[src/hw/rtl/pedd_pkg.sv]
package pedd_pkg;

  localparam int PAL_N      = 16;
  localparam int PAL_IDX_W  = $clog2(PAL_N);
  localparam int MAX_WIDTH  = 4096;
  localparam int LINE_DEPTH = MAX_WIDTH + 2;
  localparam int LINE_AW    = $clog2(LINE_DEPTH);
  localparam int COL_W      = $clog2(MAX_WIDTH);
  localparam int LW_W       = 13;
  localparam int ERR_W      = 14;
  localparam int PIX_W      = 15;
  localparam int DIFF_W     = 16;
  localparam int SQ_W       = 28;
  localparam int DIST_W     = 30;
  localparam int SAT_IN_W   = 20;
  localparam int ERR_MAX    = (1 << (ERR_W - 1)) - 1;
  localparam logic [LW_W-1:0] LW_RESET = LW_W'(640);

  localparam logic CMD_LOAD  = 1'b0;
  localparam logic CMD_PIXEL = 1'b1;

  typedef struct packed {
    logic clear;
    logic capture;
    logic read;
    logic correct;
    logic search;
    logic errc;
    logic wrx;
    logic finish;
  } dp_cmd_t;

  typedef struct packed {
    logic clear_last;
    logic search_last;
    logic out_full;
  } dp_status_t;

  function automatic logic signed [ERR_W-1:0] sat_err(input logic signed [SAT_IN_W-1:0] v);
    logic signed [SAT_IN_W-1:0] hi;
    logic signed [SAT_IN_W-1:0] lo;
    hi = $signed(SAT_IN_W'(ERR_MAX));
    lo = -hi - $signed(SAT_IN_W'(1));
    if (v > hi) begin
      return hi[ERR_W-1:0];
    end else if (v < lo) begin
      return lo[ERR_W-1:0];
    end
    return v[ERR_W-1:0];
  endfunction

endpackage

[src/hw/rtl/pedd_ctrl.sv]
module pedd_ctrl (
  input  logic                 clk,
  input  logic                 rst,
  input  logic                 in_valid,
  input  logic                 command,
  input  pedd_pkg::dp_status_t status,
  output pedd_pkg::dp_cmd_t    cmd,
  output logic                 in_ready
);
  import pedd_pkg::*;

  typedef enum logic [8:0] {
    S_CLEAR   = 9'b000000001,
    S_IDLE    = 9'b000000010,
    S_READ    = 9'b000000100,
    S_CORRECT = 9'b000001000,
    S_SEARCH  = 9'b000010000,
    S_DRAIN   = 9'b000100000,
    S_ERRC    = 9'b001000000,
    S_WRX     = 9'b010000000,
    S_FINISH  = 9'b100000000
  } state_t;

  state_t state;
  state_t state_next;

  always_ff @(posedge clk) begin
    if (rst) begin
      state <= S_CLEAR;
    end else begin
      state <= state_next;
    end
  end

  always_comb begin
    state_next = state;
    cmd        = '0;
    in_ready   = 1'b0;
    case (state)
      S_CLEAR: begin
        cmd.clear = 1'b1;
        if (status.clear_last) state_next = S_IDLE;
      end
      S_IDLE: begin
        in_ready = 1'b1;
        if (in_valid) begin
          cmd.capture = 1'b1;
          if (command == CMD_PIXEL) state_next = S_READ;
        end
      end
      S_READ: begin
        cmd.read   = 1'b1;
        state_next = S_CORRECT;
      end
      S_CORRECT: begin
        cmd.correct = 1'b1;
        state_next  = S_SEARCH;
      end
      S_SEARCH: begin
        cmd.search = 1'b1;
        if (status.search_last) state_next = S_DRAIN;
      end
      S_DRAIN: begin
        state_next = S_ERRC;
      end
      S_ERRC: begin
        cmd.errc   = 1'b1;
        state_next = S_WRX;
      end
      S_WRX: begin
        cmd.wrx    = 1'b1;
        state_next = S_FINISH;
      end
      S_FINISH: begin
        if (!status.out_full) begin
          cmd.finish = 1'b1;
          state_next = S_IDLE;
        end
      end
      default: begin
        state_next = S_CLEAR;
      end
    endcase
  end

endmodule

[config.mk]
export PLATFORM = sky130hd
export DESIGN_NAME = pedd_ctrl
export DESIGN_NICKNAME = d
export VERILOG_FILES = /design/src/hw/rtl/pedd_pkg.sv /design/src/hw/rtl/pedd_ctrl.sv
export SDC_FILE = /design/constraint.sdc
export NUM_CORES = 1
export LEC_CHECK = 0
export BUFFER_PORTS_ARGS = -buffer_cell sky130_fd_sc_hd__buf_2
export CORE_AREA = 3 3 40 42
export CTS_BUF_LIST = sky130_fd_sc_hd__clkbuf_8 sky130_fd_sc_hd__clkbuf_16
export DETAILED_ROUTE_END_ITERATION = 8
export DIE_AREA = 0 0 43 45
export PLACE_DENSITY_LB_ADDON = 0.25
export SYNTH_ARGS = -nofsm -noshare
export SYNTH_HDL_FRONTEND = slang
export SYNTH_SLANG_ARGS = --single-unit
[constraint.sdc]
create_clock -name clk -period 2.52 [get_ports clk]
set_input_delay 0.252 -clock clk [delete_from_list [all_inputs] [get_ports clk]]
set_output_delay 0.252 -clock clk [all_outputs]
set_load 0.03 [all_outputs]
==> metrics <==
mapped cell area=623 um^2; Final Worst Setup Slack=0.443 ns; Clock Power Share=about a quarter; Mapped Cells=73; NetSw=270 uW; drt wl/cell=14.2 um; clock latency on the worst-skew pair=between 0.2 and 0.25 ns; fill cell count=128; first-pass GRT wire length=2.55 mm; total number of vias=between 600 and 700; worst slew pin tran=0.545 ns; # port buffers=15; std cell rows=13; die area=1940 um^2; Syn Area/Cell=around 8.5 um^2; die width=43 um; ant diodes=0; register area share after synthesis=28.9%; syn nets=80; worst path buffer plus inverter count=1; max-slew violations=0; Sw Share=41.7%; area added between synthesis and finish=22.3%; path type of the worst setup path=reg2out; dpl hpwl=1.14 mm; Tmin final=2.08 ns; Clock H-tree levels=1; vias in the first global route=559; Root Driver=clkbuf_8; RSZ-0062 raised after global routing=no; most common cell after layout, fill and taps aside=buf_2; number of synthesized register bits=9; CTS buffer count=3; grt ovf=0; placed cell count=about 100; Int Pwr=377 uW; setup TNS=0 ns; DRT Wirelength=1.52 mm; sequential power share=30.5%; Hold Buf Count CTS=0; MaxCap Viol Count=0; # Post-CTS Setup Buffers=0; Die Y=45 um; initial antenna violation count=0; final setup violation count=0; Crit path max-delay family=simple AND/OR/NAND/NOR gates; Slowest Stage Delay on Critical Path=0.56 ns; most frequent cells in the layout=buf_2 (15), nor2_1 (9), dfxtp_1 (9); Hold Fails Final Rpt=0; CTS tree=yes; antenna-violating nets left=0; core box area=1280 um^2; VDD IR max=between 400 and 500 uV; clock skew=0.000483 ns; Initial DRC Count=19; status=finished clean; CTS Buffer Depth=2; biggest registers after layout=state: 9 flops; Initial Utilization=48.5%; Synth cell types=36; Worst EP required=2.27 ns; Setup WS pre-CTS=between 0.7 and 0.8 ns; synth warn=0; Final Non-Filler Cells=approximately 110; # nets final=100; CP Capture Type=primary output; worst path cell trace=nor4_2, nand2b_1, nor2_1, and2_1, buf_2; RePlAce Congestion=0.926; Ports=16; Reg clk slew, reported paths=0.04 ns; Pleak=0.000312 uW; Num Clock Sinks=9; crit path DAT=1.82 ns; share of layout cells above drive strength 1=30.4%; fin crit share=82.4%; Slew HR=between 60% and 70%; CP Max Fanout=8; worst hold path class=in2reg; # resized after CTS=0; All-Layer GR Usage=17.9%; max FFs per register=9; Logic pwr share=44.6%; Startpoint Class=register; largest net degree at the start of global routing=9; Vias/cell=between 5 and 6; P per Cell Area=849 nW/um^2; Fmax=482 MHz; Pre-Repair DR Iteration Count=4; CP max-delay cell=nor4_2; Largest Register=state; DRC violations left=0
final timing paths:
kind / start / to / slack [ns] / cells after the start
setup / recovery: state[4] / cmd[6] / 0.44 / 5
hold reg to reg: state[2] / state[3] / 0.58 / 2
setup reg to reg: state[4] / state[0] / 0.87 / 4
hold / removal: rst / state[1] / 0.27 / 2
metrics by stage:
step | hold WS (ns) | total power [uW] | util (%) | cell area [um^2]
final | 0.270 | 647 | 59.3 | 762
after global placement | 0.506 | 481 | 55.8 | 717
after detailed placement | 0.506 | 482 | 55.8 | 717
after CTS | 0.264 | 649 | 59.3 | 762
after global routing | 0.278 | 693 | 59.3 | 762
after floorplan | 0.318 | 415 | - | 623
area by class of cell:
cell class                 instances  area, um^2  share of cell area [%]
timing repair buffer              15        75.1                    9.85
multi-input combinational         62         435                    57.1
tap                               15        18.8                    2.46
inverter                           2        7.51                   0.985
clock buffer                       3        41.3                    5.42
sequential                         9         180                    23.6
clock inverter                     1        3.75                   0.493
worst register-to-register path, stage by stage (launching register included):
cell and delay [ns]:
dfxtp_1 0.37, nor4_2 0.56, a21oi_1 0.14, a2111oi_0 0.28
o21ai_1 0.16
cells by family (layout without fill, tap and decap cells):
| kind of cell | count (synthesis) | after routing | share of synthesized area, % |
|---|---|---|---|
| AND/OR/NAND/NOR | 44 | 44 | 46.8 |
| flip-flops | 9 | 9 | 28.9 |
| buffers and inverters | 2 | 21 | 1.21 |
| XOR/XNOR | 1 | 1 | 1.41 |
| adder cells (fa/ha/maj) | 1 | 1 | 1.61 |
| AO/OA/AOI/OAI | 16 | 16 | 20.1 |
synth_stat cells:
cell / count / area [um^2]
a2111oi_0: 1 / 8.76
a21boi_0: 1 / 7.51
a21boi_2: 1 / 11.3
a21o_2: 1 / 8.76
a21oi_1: 2 / 10.0
a221oi_2: 1 / 15.0
a311o_1: 1 / 10.0
a311oi_1: 1 / 8.76
and2_1: 2 / 12.5
and3_1: 2 / 12.5
dfxtp_1: 9 / 180
inv_1: 2 / 7.51
maj3_1: 1 / 10.0
nand2_1: 2 / 7.51
nand2b_1: 5 / 31.3
nand3_1: 4 / 20.0
nand4_1: 2 / 12.5
nor2_1: 9 / 33.8
nor2_4: 1 / 11.3
nor2b_1: 2 / 12.5
nor3_2: 1 / 10.0
nor3b_1: 1 / 7.51
nor3b_2: 1 / 12.5
nor4_1: 3 / 18.8
nor4_2: 3 / 37.5
nor4b_1: 1 / 8.76
nor4bb_1: 1 / 10.0
o211ai_1: 1 / 7.51
o21a_1: 1 / 7.51
o21ai_1: 3 / 15.0
o22a_1: 1 / 8.76
o22ai_1: 1 / 6.26
or2b_1: 2 / 15.0
or3_1: 1 / 6.26
or4_4: 1 / 11.3
xor2_1: 1 / 8.76
power by group through the flow:
stage                     clock network, uW  registers [uW]  logic [uW]
final                                   161             197         288
after global routing                    176             202         315
after CTS                               167             196         286
after detailed placement                  0             198         284
after global placement                    0             194         287
after floorplan                           0             189         226
routing by layer:
metal / global-route usage, % / share of wire, % / vias up / wire length, um
li1: - / - / 319 / -
met1: 24.1 / 46 / 297 / 699
met2: 25.7 / 46 / 23 / 699
met3: 7.57 / 7.0 / 2 / 107
met4: 6.02 / 0.79 / 0 / 12
met5: 0 / 0 / - / 0
Note: power is estimated with default switching activity, not from simulation.
